$ cat src/byte_stream_lexer_defines.svh
// ----------------------------------------------------------------------------
// byte_stream_lexer_defines.svh
// Assertion macros shared by the lexer RTL.
// ----------------------------------------------------------------------------
`ifndef BYTE_STREAM_LEXER_DEFINES_SVH
`define BYTE_STREAM_LEXER_DEFINES_SVH

// Invariant checked at every clock edge outside reset.
`define BSL_ASSERT(lbl, prop, msg) \
  lbl: assert property (@(posedge clk_i) disable iff (!rst_ni) (prop)) else $error(msg);

// Consequence checked in the cycle after the antecedent.
`define BSL_ASSERT_NEXT(lbl, ante, cons, msg) \
  lbl: assert property (@(posedge clk_i) disable iff (!rst_ni) (ante) |=> (cons)) \
    else $error(msg);

`endif

$ cat src/bsl_pkg.sv
// ----------------------------------------------------------------------------
// bsl_pkg
// Types, token kind codes and character classes for the byte stream lexer.
// ----------------------------------------------------------------------------
package bsl_pkg;

  localparam int ByteW  = 8;
  localparam int KindW  = 5;
  localparam int ValueW = 32;
  localparam int NumOps = 14;

  localparam logic [KindW-1:0] K_NAME    = 5'd14;
  localparam logic [KindW-1:0] K_CONST   = 5'd15;
  localparam logic [KindW-1:0] K_UNKNOWN = 5'd16;
  localparam logic [KindW-1:0] K_END     = 5'd17;

  localparam logic [ByteW-1:0] CH_SPACE   = 8'h20;
  localparam logic [ByteW-1:0] CH_NEWLINE = 8'h0A;

  // operator characters, index = token kind
  localparam logic [ByteW-1:0] OP_CHARS [NumOps] = '{
    8'h3D, 8'h2B, 8'h2D, 8'h2A, 8'h2F, 8'h5E, 8'h7C,
    8'h26, 8'h25, 8'h7E, 8'h2E, 8'h28, 8'h29, 8'h22
  };

  typedef enum logic [1:0] {
    M_IDLE,
    M_NAME,
    M_NUMBER,
    M_ERROR
  } mode_e;

  typedef enum logic [1:0] {
    S_IDLE,
    S_NAME,
    S_NUM,
    S_TAIL
  } st_e;

  typedef struct packed {
    logic             hit;
    logic [KindW-1:0] kind;
  } op_hit_t;

  function automatic logic is_letter(input logic [ByteW-1:0] c);
    return (c >= 8'h41 && c <= 8'h5A) || (c >= 8'h61 && c <= 8'h7A);
  endfunction

  function automatic logic is_digit(input logic [ByteW-1:0] c);
    return c >= 8'h30 && c <= 8'h39;
  endfunction

  function automatic op_hit_t op_lookup(input logic [ByteW-1:0] c);
    op_hit_t r;
    r = '0;
    for (int i = 0; i < NumOps; i++) begin
      if (OP_CHARS[i] == c) begin
        r.hit  = 1'b1;
        r.kind = KindW'(i);
      end
    end
    return r;
  endfunction

endpackage

$ cat src/bsl_if.sv
// ----------------------------------------------------------------------------
// bsl_if
// Valid/ready channels for source bytes and for token results.
// ----------------------------------------------------------------------------
interface bsl_byte_if import bsl_pkg::*; ();
  logic             valid;
  logic             ready;
  logic [ByteW-1:0] in_byte;
  logic             end_of_input;

  modport source (output valid, output in_byte, output end_of_input, input ready);
  modport sink   (input valid, input in_byte, input end_of_input, output ready);
endinterface

interface bsl_tok_if import bsl_pkg::*; ();
  logic              valid;
  logic              ready;
  logic [KindW-1:0]  tok_kind;
  logic [ValueW-1:0] int_value;
  logic [ByteW-1:0]  tok_char;
  logic              last_in_run;

  modport source (output valid, output tok_kind, output int_value, output tok_char,
                  output last_in_run, input ready);
  modport sink   (input valid, input tok_kind, input int_value, input tok_char,
                  input last_in_run, output ready);
endinterface

$ cat src/bsl_ram.sv
// ----------------------------------------------------------------------------
// bsl_ram
// Generic single-write, single-read RAM with registered read data.
// ----------------------------------------------------------------------------
module bsl_ram #(
  parameter  int Width = 8,
  parameter  int Depth = 16,
  localparam int AddrW = (Depth > 1) ? $clog2(Depth) : 1
) (
  input  logic             clk_i,
  input  logic             we_i,
  input  logic [AddrW-1:0] waddr_i,
  input  logic [Width-1:0] wdata_i,
  input  logic             re_i,
  input  logic [AddrW-1:0] raddr_i,
  output logic [Width-1:0] rdata_o
);

  logic [Width-1:0] mem_q [Depth];
  logic [Width-1:0] rdata_q;

  always_ff @(posedge clk_i) begin
    if (we_i) begin
      mem_q[waddr_i] <= wdata_i;
    end
    if (re_i) begin
      rdata_q <= mem_q[raddr_i];
    end
  end

  assign rdata_o = rdata_q;

endmodule

$ cat src/byte_stream_lexer.sv
// ----------------------------------------------------------------------------
// byte_stream_lexer
// Source byte tokenizer: operators, names, decimal constants, unknown bytes, end marker.
//
// Channels: byte_i takes one source byte or an end-of-input marker per
// transfer; tok_o delivers one token result per transfer. A name comes out
// as one result per character, the last one flagged by last_in_run.
// Steps: an item that ends no pending token is accepted, then handled in
// an update step (S_TAIL); a source byte in error mode is accepted and dropped.
// Ending a pending name first reads the held characters back from the name
// RAM, one per cycle while the receiver is free (S_NAME); ending a constant
// first emits its value (S_NUM). An item's own result (operator, unknown
// byte, end) leaves the output register in the cycle after its update step.
// Reset: mode idle, counters and accumulator cleared; the name RAM is not
// cleared, only entries written in the current name are ever read.
// Receiver stall: the output register holds its result and any step that emits
// a result waits; byte_i stays not ready until the current item is done.
// ----------------------------------------------------------------------------
`include "byte_stream_lexer_defines.svh"

module byte_stream_lexer import bsl_pkg::*; #(
  parameter int NAME_MAX   = 16,
  parameter int DIGITS_MAX = 15
) (
  input  logic             clk_i,
  input  logic             rst_ni,
  bsl_byte_if.sink         byte_i,
  bsl_tok_if.source        tok_o
);

  localparam int CntW  = $clog2(NAME_MAX + 1);
  localparam int AddrW = (NAME_MAX > 1) ? $clog2(NAME_MAX) : 1;
  localparam int DigW  = $clog2(DIGITS_MAX + 1);

  st_e                 state_q, state_d;
  mode_e               mode_q, mode_d;
  logic [CntW-1:0]     name_cnt_q, name_cnt_d;
  logic [DigW-1:0]     dig_cnt_q, dig_cnt_d;
  logic [ValueW-1:0]   accum_q, accum_d;
  logic [ByteW-1:0]    byte_q, byte_d;
  logic                eoi_q, eoi_d;
  logic                flush_q, flush_d;
  logic [AddrW-1:0]    idx_q, idx_d;

  logic                ovalid_q, ovalid_d;
  logic [KindW-1:0]    okind_q, okind_d;
  logic [ValueW-1:0]   oval_q, oval_d;
  logic [ByteW-1:0]    ochar_q, ochar_d;
  logic                olast_q, olast_d;

  logic                ram_we, ram_re;
  logic [AddrW-1:0]    ram_waddr, ram_raddr;
  logic [ByteW-1:0]    ram_wdata, ram_rdata;

  logic                in_acc, out_free, need, name_last;
  logic [CntW-1:0]     base_cnt;
  logic [DigW-1:0]     base_dig;
  logic [ValueW-1:0]   base_acc;
  op_hit_t             op;

  bsl_ram #(
    .Width (ByteW),
    .Depth (NAME_MAX)
  ) u_name_ram (
    .clk_i   (clk_i),
    .we_i    (ram_we),
    .waddr_i (ram_waddr),
    .wdata_i (ram_wdata),
    .re_i    (ram_re),
    .raddr_i (ram_raddr),
    .rdata_o (ram_rdata)
  );

  assign byte_i.ready      = (state_q == S_IDLE);
  assign in_acc            = byte_i.valid && byte_i.ready;
  assign out_free          = !ovalid_q || tok_o.ready;

  assign tok_o.valid       = ovalid_q;
  assign tok_o.tok_kind    = okind_q;
  assign tok_o.int_value   = oval_q;
  assign tok_o.tok_char    = ochar_q;
  assign tok_o.last_in_run = olast_q;

  assign base_cnt  = flush_q ? '0 : name_cnt_q;
  assign base_dig  = flush_q ? '0 : dig_cnt_q;
  assign base_acc  = flush_q ? '0 : accum_q;
  assign name_last = (CntW'(idx_q) + CntW'(1)) == name_cnt_q;
  assign op        = op_lookup(byte_q);

  always_comb begin
    state_d    = state_q;
    mode_d     = mode_q;
    name_cnt_d = name_cnt_q;
    dig_cnt_d  = dig_cnt_q;
    accum_d    = accum_q;
    byte_d     = byte_q;
    eoi_d      = eoi_q;
    flush_d    = flush_q;
    idx_d      = idx_q;
    ovalid_d   = ovalid_q && !tok_o.ready;
    okind_d    = okind_q;
    oval_d     = oval_q;
    ochar_d    = ochar_q;
    olast_d    = olast_q;
    ram_we     = 1'b0;
    ram_waddr  = '0;
    ram_wdata  = byte_q;
    ram_re     = 1'b0;
    ram_raddr  = '0;
    need       = 1'b1;

    case (state_q)
      S_IDLE: begin
        if (in_acc && (byte_i.end_of_input || mode_q != M_ERROR)) begin
          byte_d = byte_i.in_byte;
          eoi_d  = byte_i.end_of_input;
          if (byte_i.end_of_input) begin
            need = 1'b1;
          end else if (is_letter(byte_i.in_byte)) begin
            need = (mode_q != M_NAME) || (name_cnt_q >= CntW'(NAME_MAX));
          end else if (is_digit(byte_i.in_byte)) begin
            need = (mode_q != M_NUMBER) || (dig_cnt_q >= DigW'(DIGITS_MAX));
          end
          flush_d = need;
          if (need && mode_q == M_NAME) begin
            ram_re    = 1'b1;
            ram_raddr = '0;
            idx_d     = '0;
            state_d   = S_NAME;
          end else if (need && mode_q == M_NUMBER) begin
            state_d = S_NUM;
          end else begin
            state_d = S_TAIL;
          end
        end
      end
      S_NAME: begin
        if (out_free) begin
          ovalid_d = 1'b1;
          okind_d  = K_NAME;
          oval_d   = '0;
          ochar_d  = ram_rdata;
          olast_d  = name_last;
          if (name_last) begin
            state_d = S_TAIL;
          end else begin
            ram_re    = 1'b1;
            ram_raddr = idx_q + AddrW'(1);
            idx_d     = idx_q + AddrW'(1);
          end
        end
      end
      S_NUM: begin
        if (out_free) begin
          ovalid_d = 1'b1;
          okind_d  = K_CONST;
          oval_d   = accum_q;
          ochar_d  = '0;
          olast_d  = 1'b1;
          state_d  = S_TAIL;
        end
      end
      S_TAIL: begin
        if (eoi_q) begin
          if (out_free) begin
            ovalid_d   = 1'b1;
            okind_d    = K_END;
            oval_d     = '0;
            ochar_d    = '0;
            olast_d    = 1'b1;
            mode_d     = M_IDLE;
            name_cnt_d = '0;
            dig_cnt_d  = '0;
            accum_d    = '0;
            state_d    = S_IDLE;
          end
        end else if (is_letter(byte_q)) begin
          ram_we     = 1'b1;
          ram_waddr  = AddrW'(base_cnt);
          name_cnt_d = base_cnt + CntW'(1);
          dig_cnt_d  = '0;
          accum_d    = '0;
          mode_d     = M_NAME;
          state_d    = S_IDLE;
        end else if (is_digit(byte_q)) begin
          accum_d    = (base_acc << 3) + (base_acc << 1) + ValueW'(byte_q[3:0]);
          dig_cnt_d  = base_dig + DigW'(1);
          name_cnt_d = '0;
          mode_d     = M_NUMBER;
          state_d    = S_IDLE;
        end else if (byte_q == CH_SPACE || byte_q == CH_NEWLINE) begin
          mode_d     = M_IDLE;
          name_cnt_d = '0;
          dig_cnt_d  = '0;
          accum_d    = '0;
          state_d    = S_IDLE;
        end else if (out_free) begin
          ovalid_d   = 1'b1;
          okind_d    = op.hit ? op.kind : K_UNKNOWN;
          oval_d     = '0;
          ochar_d    = byte_q;
          olast_d    = 1'b1;
          mode_d     = op.hit ? M_IDLE : M_ERROR;
          name_cnt_d = '0;
          dig_cnt_d  = '0;
          accum_d    = '0;
          state_d    = S_IDLE;
        end
      end
      default: begin
        state_d = S_IDLE;
      end
    endcase
  end

  always_ff @(posedge clk_i or negedge rst_ni) begin
    if (!rst_ni) begin
      state_q    <= S_IDLE;
      mode_q     <= M_IDLE;
      name_cnt_q <= '0;
      dig_cnt_q  <= '0;
      accum_q    <= '0;
      ovalid_q   <= 1'b0;
    end else begin
      state_q    <= state_d;
      mode_q     <= mode_d;
      name_cnt_q <= name_cnt_d;
      dig_cnt_q  <= dig_cnt_d;
      accum_q    <= accum_d;
      ovalid_q   <= ovalid_d;
    end
  end

  always_ff @(posedge clk_i) begin
    byte_q  <= byte_d;
    eoi_q   <= eoi_d;
    flush_q <= flush_d;
    idx_q   <= idx_d;
    okind_q <= okind_d;
    oval_q  <= oval_d;
    ochar_q <= ochar_d;
    olast_q <= olast_d;
  end

  `BSL_ASSERT(a_name_cnt_cap, name_cnt_q <= CntW'(NAME_MAX), "name count above cap")
  `BSL_ASSERT(a_dig_cnt_cap, dig_cnt_q <= DigW'(DIGITS_MAX), "digit count above cap")
  `BSL_ASSERT(a_name_nonempty, (mode_q != M_NAME) || (name_cnt_q != '0), "empty name held")
  `BSL_ASSERT_NEXT(a_err_skip,
                   in_acc && mode_q == M_ERROR && !byte_i.end_of_input,
                   state_q == S_IDLE && mode_q == M_ERROR,
                   "byte not dropped in error mode")

endmodule
$ cat src/flat_wrapper.sv
// flat-port wrapper written by rule: the top's interface ports become plain ports
module byte_stream_lexer_flat import bsl_pkg::*;
#(
  parameter int NAME_MAX   = 16,
  parameter int DIGITS_MAX = 15
)
  (clk_i, rst_ni, byte_i_valid, byte_i_in_byte, byte_i_end_of_input, byte_i_ready, tok_o_valid, tok_o_tok_kind, tok_o_int_value, tok_o_tok_char, tok_o_last_in_run, tok_o_ready);
  bsl_byte_if byte_i_i ();
  bsl_tok_if tok_o_i ();
  input  logic clk_i;
  input  logic rst_ni;
  input wire logic [$bits(byte_i_i.valid)-1:0] byte_i_valid;
  input wire logic [$bits(byte_i_i.in_byte)-1:0] byte_i_in_byte;
  input wire logic [$bits(byte_i_i.end_of_input)-1:0] byte_i_end_of_input;
  output wire logic [$bits(byte_i_i.ready)-1:0] byte_i_ready;
  output wire logic [$bits(tok_o_i.valid)-1:0] tok_o_valid;
  output wire logic [$bits(tok_o_i.tok_kind)-1:0] tok_o_tok_kind;
  output wire logic [$bits(tok_o_i.int_value)-1:0] tok_o_int_value;
  output wire logic [$bits(tok_o_i.tok_char)-1:0] tok_o_tok_char;
  output wire logic [$bits(tok_o_i.last_in_run)-1:0] tok_o_last_in_run;
  input wire logic [$bits(tok_o_i.ready)-1:0] tok_o_ready;
  assign byte_i_i.valid = byte_i_valid;
  assign byte_i_i.in_byte = byte_i_in_byte;
  assign byte_i_i.end_of_input = byte_i_end_of_input;
  assign byte_i_ready = byte_i_i.ready;
  assign tok_o_valid = tok_o_i.valid;
  assign tok_o_tok_kind = tok_o_i.tok_kind;
  assign tok_o_int_value = tok_o_i.int_value;
  assign tok_o_tok_char = tok_o_i.tok_char;
  assign tok_o_last_in_run = tok_o_i.last_in_run;
  assign tok_o_i.ready = tok_o_ready;
  byte_stream_lexer #(.NAME_MAX(NAME_MAX), .DIGITS_MAX(DIGITS_MAX)) u_core (.clk_i(clk_i), .rst_ni(rst_ni), .byte_i(byte_i_i), .tok_o(tok_o_i));
endmodule
$ cat config.mk
export PLATFORM = sky130hd
export DESIGN_NAME = byte_stream_lexer_flat
export DESIGN_NICKNAME = d
export VERILOG_FILES = /design/src/bsl_pkg.sv /design/src/bsl_if.sv /design/src/bsl_ram.sv /design/src/byte_stream_lexer.sv /design/src/flat_wrapper.sv
export VERILOG_INCLUDE_DIRS = /design/src /design/src/src
export SDC_FILE = /design/constraint.sdc
export NUM_CORES = 1
export LEC_CHECK = 0
export ABC_CLOCK_PERIOD_IN_PS = 6700
export CAP_MARGIN = 20
export CORE_MARGIN = 1.5
export CORE_UTILIZATION = 35
export DETAILED_ROUTE_END_ITERATION = 7
export DONT_BUFFER_PORTS = 1
export GPL_ROUTABILITY_DRIVEN = 0
export PLACE_DENSITY = 0.51
export SYNTH_ARGS = -nofsm -noshare
export SYNTH_HDL_FRONTEND = slang
export SYNTH_SLANG_ARGS = --single-unit
$ cat constraint.sdc
create_clock -name clk_i -period 6.7 [get_ports clk_i]
set_input_delay 0.67 -clock clk_i [delete_from_list [all_inputs] [get_ports clk_i]]
set_output_delay 0.67 -clock clk_i [all_outputs]
set_load 0.02 [all_outputs]
### After elaboration in Yosys (flattened, before gate mapping)

Memory sizes are Yosys's and may differ from the RTL's. A register that Yosys moved wholly into a read port is not among the register bits.
Cells that the tools add are included.
Widths: inputs -> output; s select.

* RAM bits: 128
* output and inout bits: 48
* input port bits: 13
* memories kept: 1
* register bits: 106
* logic and storage cells: 220

Memory list
* u_core.u_name_ram.mem_q: words 16, width 8, read ports 1, clocked after Yosys merged registers in 1, wr ports 1, RTL line bsl_ram.sv:19 `logic [Width-1:0] mem_q [Depth];`

* reduce and logical (&&, ||, !) cells: 33
* $lt $le $gt $ge: 14
* add/subtract/negate cells: 6
* multiplexer cells: 115
* eq/ne operators: 37

Operators by type and width (count)
* $mux 32: 11
* $pmux 32 s3: 1
* $eq 6x8->1 const A: 11
* $mux 6: 14
* $mux 5: 15
* $mux 4: 16
* $mux 8: 7
* $mux 2: 17
* $add 32x32->32: 1
* $add 32x4->32: 1
* $ge 8x7->1 const B: 4
* $le 8x7->1 const B: 4
* $mux 31: 1
* $mux 1: 26
* $eq 7x8->1 const A: 3
* $pmux 8 s3: 1
* $ge 8x6->1 const B: 2
* $le 8x6->1 const B: 2
* $pmux 5 s3: 1
* $reduce_and 5->1: 3
* $ne 2x2->1 const B: 6
* $logic_and 1x1->1: 11
* $ne 2x1->1 const B: 5
* $ne 3x2->1 const B: 3
* 27 further kinds: 39

### Depth between registers and ports, before layout

* word-level depth: 22
* depth in mapped cells: 15
* depth with buffers taken out: 13

### Hierarchy

From an unflattened synthesis, not the netlist that was laid out.

* cells, all modules: 974
* area, all modules: 12373.1 um^2

Modules (own cells, without submodules)
* byte_stream_lexer: seq. area each 2952.8 um^2, area an instance 7145.6 um^2, times used 1, cells an instance 745
* bsl_ram: seq. area each 4083.9 um^2, area an instance 5227.5 um^2, times used 1, cells an instance 229

### Worst setup path before layout

Ideal clock, no wire load.

* path type: register -> register
* start: register u_core.byte_q[3]
* end: register u_core.accum_q[25]
* path buffers: 1
* slack: 3.009 ns
* cell stages (with the launch flop): 13
* setup time: 0.122 ns
* arrival: 3.569 ns
* data required time: 6.578 ns
* clock period less this slack: 3.691 ns
* path through: edfxtp_1 > clkbuf_1 > inv_1 > fa_1 > inv_1 > ha_1 > a211o_1 > a211oi_1 > or3_1 > a21oi_1 > o211a_1 > or3_1 > a32o_1

* cells in the longest elaborated chain, start to end: 6
* elaborated cells between the ends (all ways): 18
* those cells by class: add/sub: 1; order compare: 6; eq/ne: 2; mux: 4; reduce/logical: 5

Ends and longest elaborated chain
* start: declaration: RTL line byte_stream_lexer.sv:40 `logic [ByteW-1:0] byte_q, byte_d;`
* start signal: assignment: RTL line byte_stream_lexer.sv:235 `byte_q <= byte_d;`
* branches (longest 4 deep; another with $add 32x4->32)
* $mux 32 (*): RTL line byte_stream_lexer.sv:177 `end else if (is_letter(byte_q)) begin`
* $mux 32 (*): RTL line byte_stream_lexer.sv:164 `if (eoi_q) begin`
* end signal: assignment: RTL line byte_stream_lexer.sv:229 `accum_q <= accum_d;`
* end: declaration: RTL line byte_stream_lexer.sv:39 `logic [ValueW-1:0] accum_q, accum_d;`

Every way passes the cells marked *.
A chain may end at the register's enable or synchronous reset.

### Worst setup path in the final report

* start: register u_core.idx_q[0]
* end: register u_core.u_name_ram.rdata_q[5], in the netlist u_core.u_name_ram.rdata_o[5], read port of u_core.u_name_ram.mem_q (data pin)

* cells in the longest elaborated chain, start to end: 5
* elaborated cells between the ends (all ways): 9
* those cells by class: add/sub: 2; eq/ne: 1; mux: 6

Ends and longest elaborated chain
* start: declaration: RTL line byte_stream_lexer.sv:43 `logic [AddrW-1:0] idx_q, idx_d;`
* start signal: assignment: RTL line byte_stream_lexer.sv:238 `idx_q <= idx_d;`
* $add 4x1->5: RTL line byte_stream_lexer.sv:87 `assign name_last = (CntW'(idx_q) + CntW'(1)) == name_cnt_q;`
* $eq 5x5->1: RTL line byte_stream_lexer.sv:87
* $mux 1 or $mux 4 (tied branches): RTL line byte_stream_lexer.sv:144 `if (name_last) begin`
* $mux 1 or $mux 4 (tied branches): RTL line byte_stream_lexer.sv:138 `if (out_free) begin`
* $pmux 1 s2 or $mux 4 (tied branches)
* end: declaration: RTL line bsl_ram.sv:20 `logic [Width-1:0] rdata_q;`

Parallel ways exist; a longest one is shown, timed or not.

==> out/summary.txt <==
Via density -> 5.50
Ports -> 61
R2R Setup Slk -> 2.82 ns
Logic pwr share -> 27.2%
Static Leak -> 5.39 nW
Seq/Total Area, Yosys -> 55.8%
Post-layout minimum cycle time -> 3.88 ns
Die ar. -> 37100 um^2
GRT Resource Usage Total -> 18.3%
Clock Skews -> 0.00933 ns
Post-CTS setup buffers -> 0
Row cnt -> 69
Pre-antenna DRT Iters -> 5
Worst Setup End Kind -> flop
Post-synth EDFFs -> 196
Synth warnings -> 0
Switching Share -> 36.6%
First-pass GRT wire length -> 52.2 mm
Die width -> 193 um
Root Driver -> clkbuf_16
Post_cts resized -> 0
Initial antenna violation count -> 1
Drt drc -> 0
Reg2reg end -> u_core.u_name_ram.rdata_o[5]
Switching pwr -> 2.00 mW
Syn Inst Count -> 1098
Number of diodes -> 0
Clk pwr share -> 30.6%
Sequential share of power -> 42.2%
Pin count of the biggest net entering global routing -> 65
Internal -> 3.46 mW
Crit Path Class -> reg -> reg
Vias in the first global route -> 8825
Most frequent cells in the layout -> edfxtp_1, nand2_1, o21ai_0
CTS tree -> yes
Cts hold-fix bufs -> 2
Syn_nets -> 1178
Die H -> 193 um
Via count -> 8692
Starting Density -> 35.5%
Cells on worst reg2reg path -> 10
Total global routing overflow -> 0
Share of cells above drive strength 1 -> 9.12%
Max_cap viols -> 0
Syn Area/Cell -> 11.5 um^2
Pins Over Slew Limit -> 0
Yosys reg bits -> 242
Status -> completed
Core Area -> 35500 um^2
Slew margin rel. -> 25.2%
TritonCTS Buffers -> 28
CP Launch Point -> u_core.idx_q[0]
Nets@finish -> 1177
Port bufs -> 0
Cell Area, Placed -> 13200 um^2
Clk pin slew, worst setup/hold paths -> 0.06 ns
Clk sinks -> 242
H-tree depth -> 1
Fmax -> 258 MHz
Mapped Area -> 12600 um^2
Final ANT Viol Nets -> 0
Final setup violation count -> 0
Reg2reg start -> u_core.idx_q[0]
Fin Setup TNS -> 0 ns
Primary FF master, synth -> edfxtp_1
Min-delay worst type -> in -> reg
Pwr/cell area -> 383 nW/um^2
Worst-path maximum fanout -> 64
Count of different cell masters after synthesis -> 75
Worst Path Required -> 6.99 ns
Post-synth ARST share -> 19.0%
WL final -> 33.6 mm
Crit path to -> u_core.u_name_ram.rdata_o[5]
Clk_lat worst skew -> 0.56 ns
Commonest non-fill, non-tap cell in the layout -> edfxtp_1
Peak supply drop -> 256 uV
Endpoints failing hold -> 0
RSZ-0062 raised after global routing -> false
Data arrival time of the worst path -> 4.17 ns
Power Total -> 5.46 mW
Routed wire per std cell -> 21.3 um
Layout area overhead -> 13.2%
Startpoint types -> flop
First DRT Iteration DRCs -> 711
Slew @ Worst Pin -> 1.12 ns
DPL Wire Length -> 22.5 mm
Final Cycle Share -> 57.9%
Clk buf depth -> 3
Post-route cell area -> 14300 um^2
cell usage after synthesis, types with 8 or more instances:
| library cell | number | area share [%] |
|---|---|---|
| nor2_1 | 58 | 1.7 |
| a21o_1 | 20 | 1.2 |
| nand3_1 | 24 | 0.95 |
| o21ai_0 | 70 | 2.8 |
| nand3b_1 | 10 | 0.60 |
| or3_1 | 10 | 0.50 |
| xor2_1 | 9 | 0.63 |
| nand2_1 | 93 | 2.8 |
| a32o_1 | 11 | 0.87 |
| dfrtp_1 | 46 | 9.1 |
| clkbuf_1 | 51 | 1.5 |
| a222oi_1 | 8 | 0.64 |
| a31oi_1 | 13 | 0.65 |
| a21oi_1 | 49 | 1.9 |
| edfxtp_1 | 196 | 47 |
| nor2b_1 | 54 | 2.7 |
| nand2b_1 | 15 | 0.74 |
| xnor2_1 | 13 | 0.90 |
| inv_1 | 28 | 0.83 |
| a211oi_1 | 36 | 2.1 |
| ha_1 | 65 | 6.5 |
| nor4_1 | 13 | 0.65 |
| and2_1 | 41 | 2.0 |
| nor3_1 | 17 | 0.68 |
metrics by stage:
stage	worst slack, ns	instances	utilization (%)	hold WS (ns)
floorplan	3.01	1098	-	0.374
global placement	2.92	1525	37.2	0.376
CTS	2.83	1579	40.1	0.168
global route	2.53	1580	40.2	0.170
detailed placement	2.80	1525	37.2	0.375
finish	2.82	1580	40.2	0.197
area by class of cell:
cell class / instances / area [um^2]
Timing Repair Buffer: 26 / 238
Clock buffer: 38 / 798
Inverter: 28 / 105
Multi-Input combinational cell: 771 / 5290
Clock inverter: 14 / 221
Fill cell: 3396 / 21200
Tap cell: 461 / 577
Sequential cell: 242 / 7040
power by group through the flow:
stage               combinational [mW]  clock, mW  sequential [mW]
floorplan                         1.03          0             2.25
global placement                  1.47          0             2.35
detailed placement                1.48          0             2.34
CTS                               1.49       1.71             2.32
global route                      1.65       1.76             2.34
finish                            1.49       1.67             2.31
state kept, by name, summed over array words and instances (netlist names), 5 cells and up:
signal                     flops
u_core.accum_q                32
u_core.byte_q                  8
u_core.name_cnt_q              5
u_core.tok_o.int_value        32
u_core.tok_o.tok_char          8
u_core.tok_o.tok_kind          5
u_core.u_name_ram.mem_q      128
u_core.u_name_ram.rdata_o      8
kinds of logic after synthesis:
group,count (synthesis),share of synthesized area (%)
compound gates,299,16.6
fa+ha+maj,67,6.77
flops,242,55.8
xor+xnor,23,1.75
mux,12,1.03
buf+inv,85,2.58
simple gates,370,15.4
worst max-delay path: stages (launching register included):
cell	delay, ns
edfxtp_1	0.32
buf_4	0.56
ha_1	0.56
xnor2_1	0.30
nand3_1	0.12
mux2i_2	0.38
a31oi_2	0.32
buf_4	0.32
or3b_2	0.46
a21oi_1	0.20
a211oi_1	0.07
worst min path at each step:
| stage | cells after the start | endpoint | start |
|---|---|---|---|
| global route | 0 | u_core.eoi_q | byte_i_end_of_input |
| global placement | 0 | u_core.dig_cnt_q[1] | rst_ni |
| detailed placement | 0 | u_core.dig_cnt_q[1] | rst_ni |
| floorplan | 0 | u_core.accum_q[0] | rst_ni |
| CTS | 0 | u_core.eoi_q | byte_i_end_of_input |
| finish | 0 | u_core.eoi_q | byte_i_end_of_input |
metal layers:
layer	share of wire, %	vias to the layer above	track usage (%)
met3	6.2	50	4.09
met5	0.033	-	0
li1	-	4182	-
met1	46	4265	24.3
met2	46	193	29.7
met4	2.3	2	5.49
Note: power is estimated with default switching activity, not from simulation.
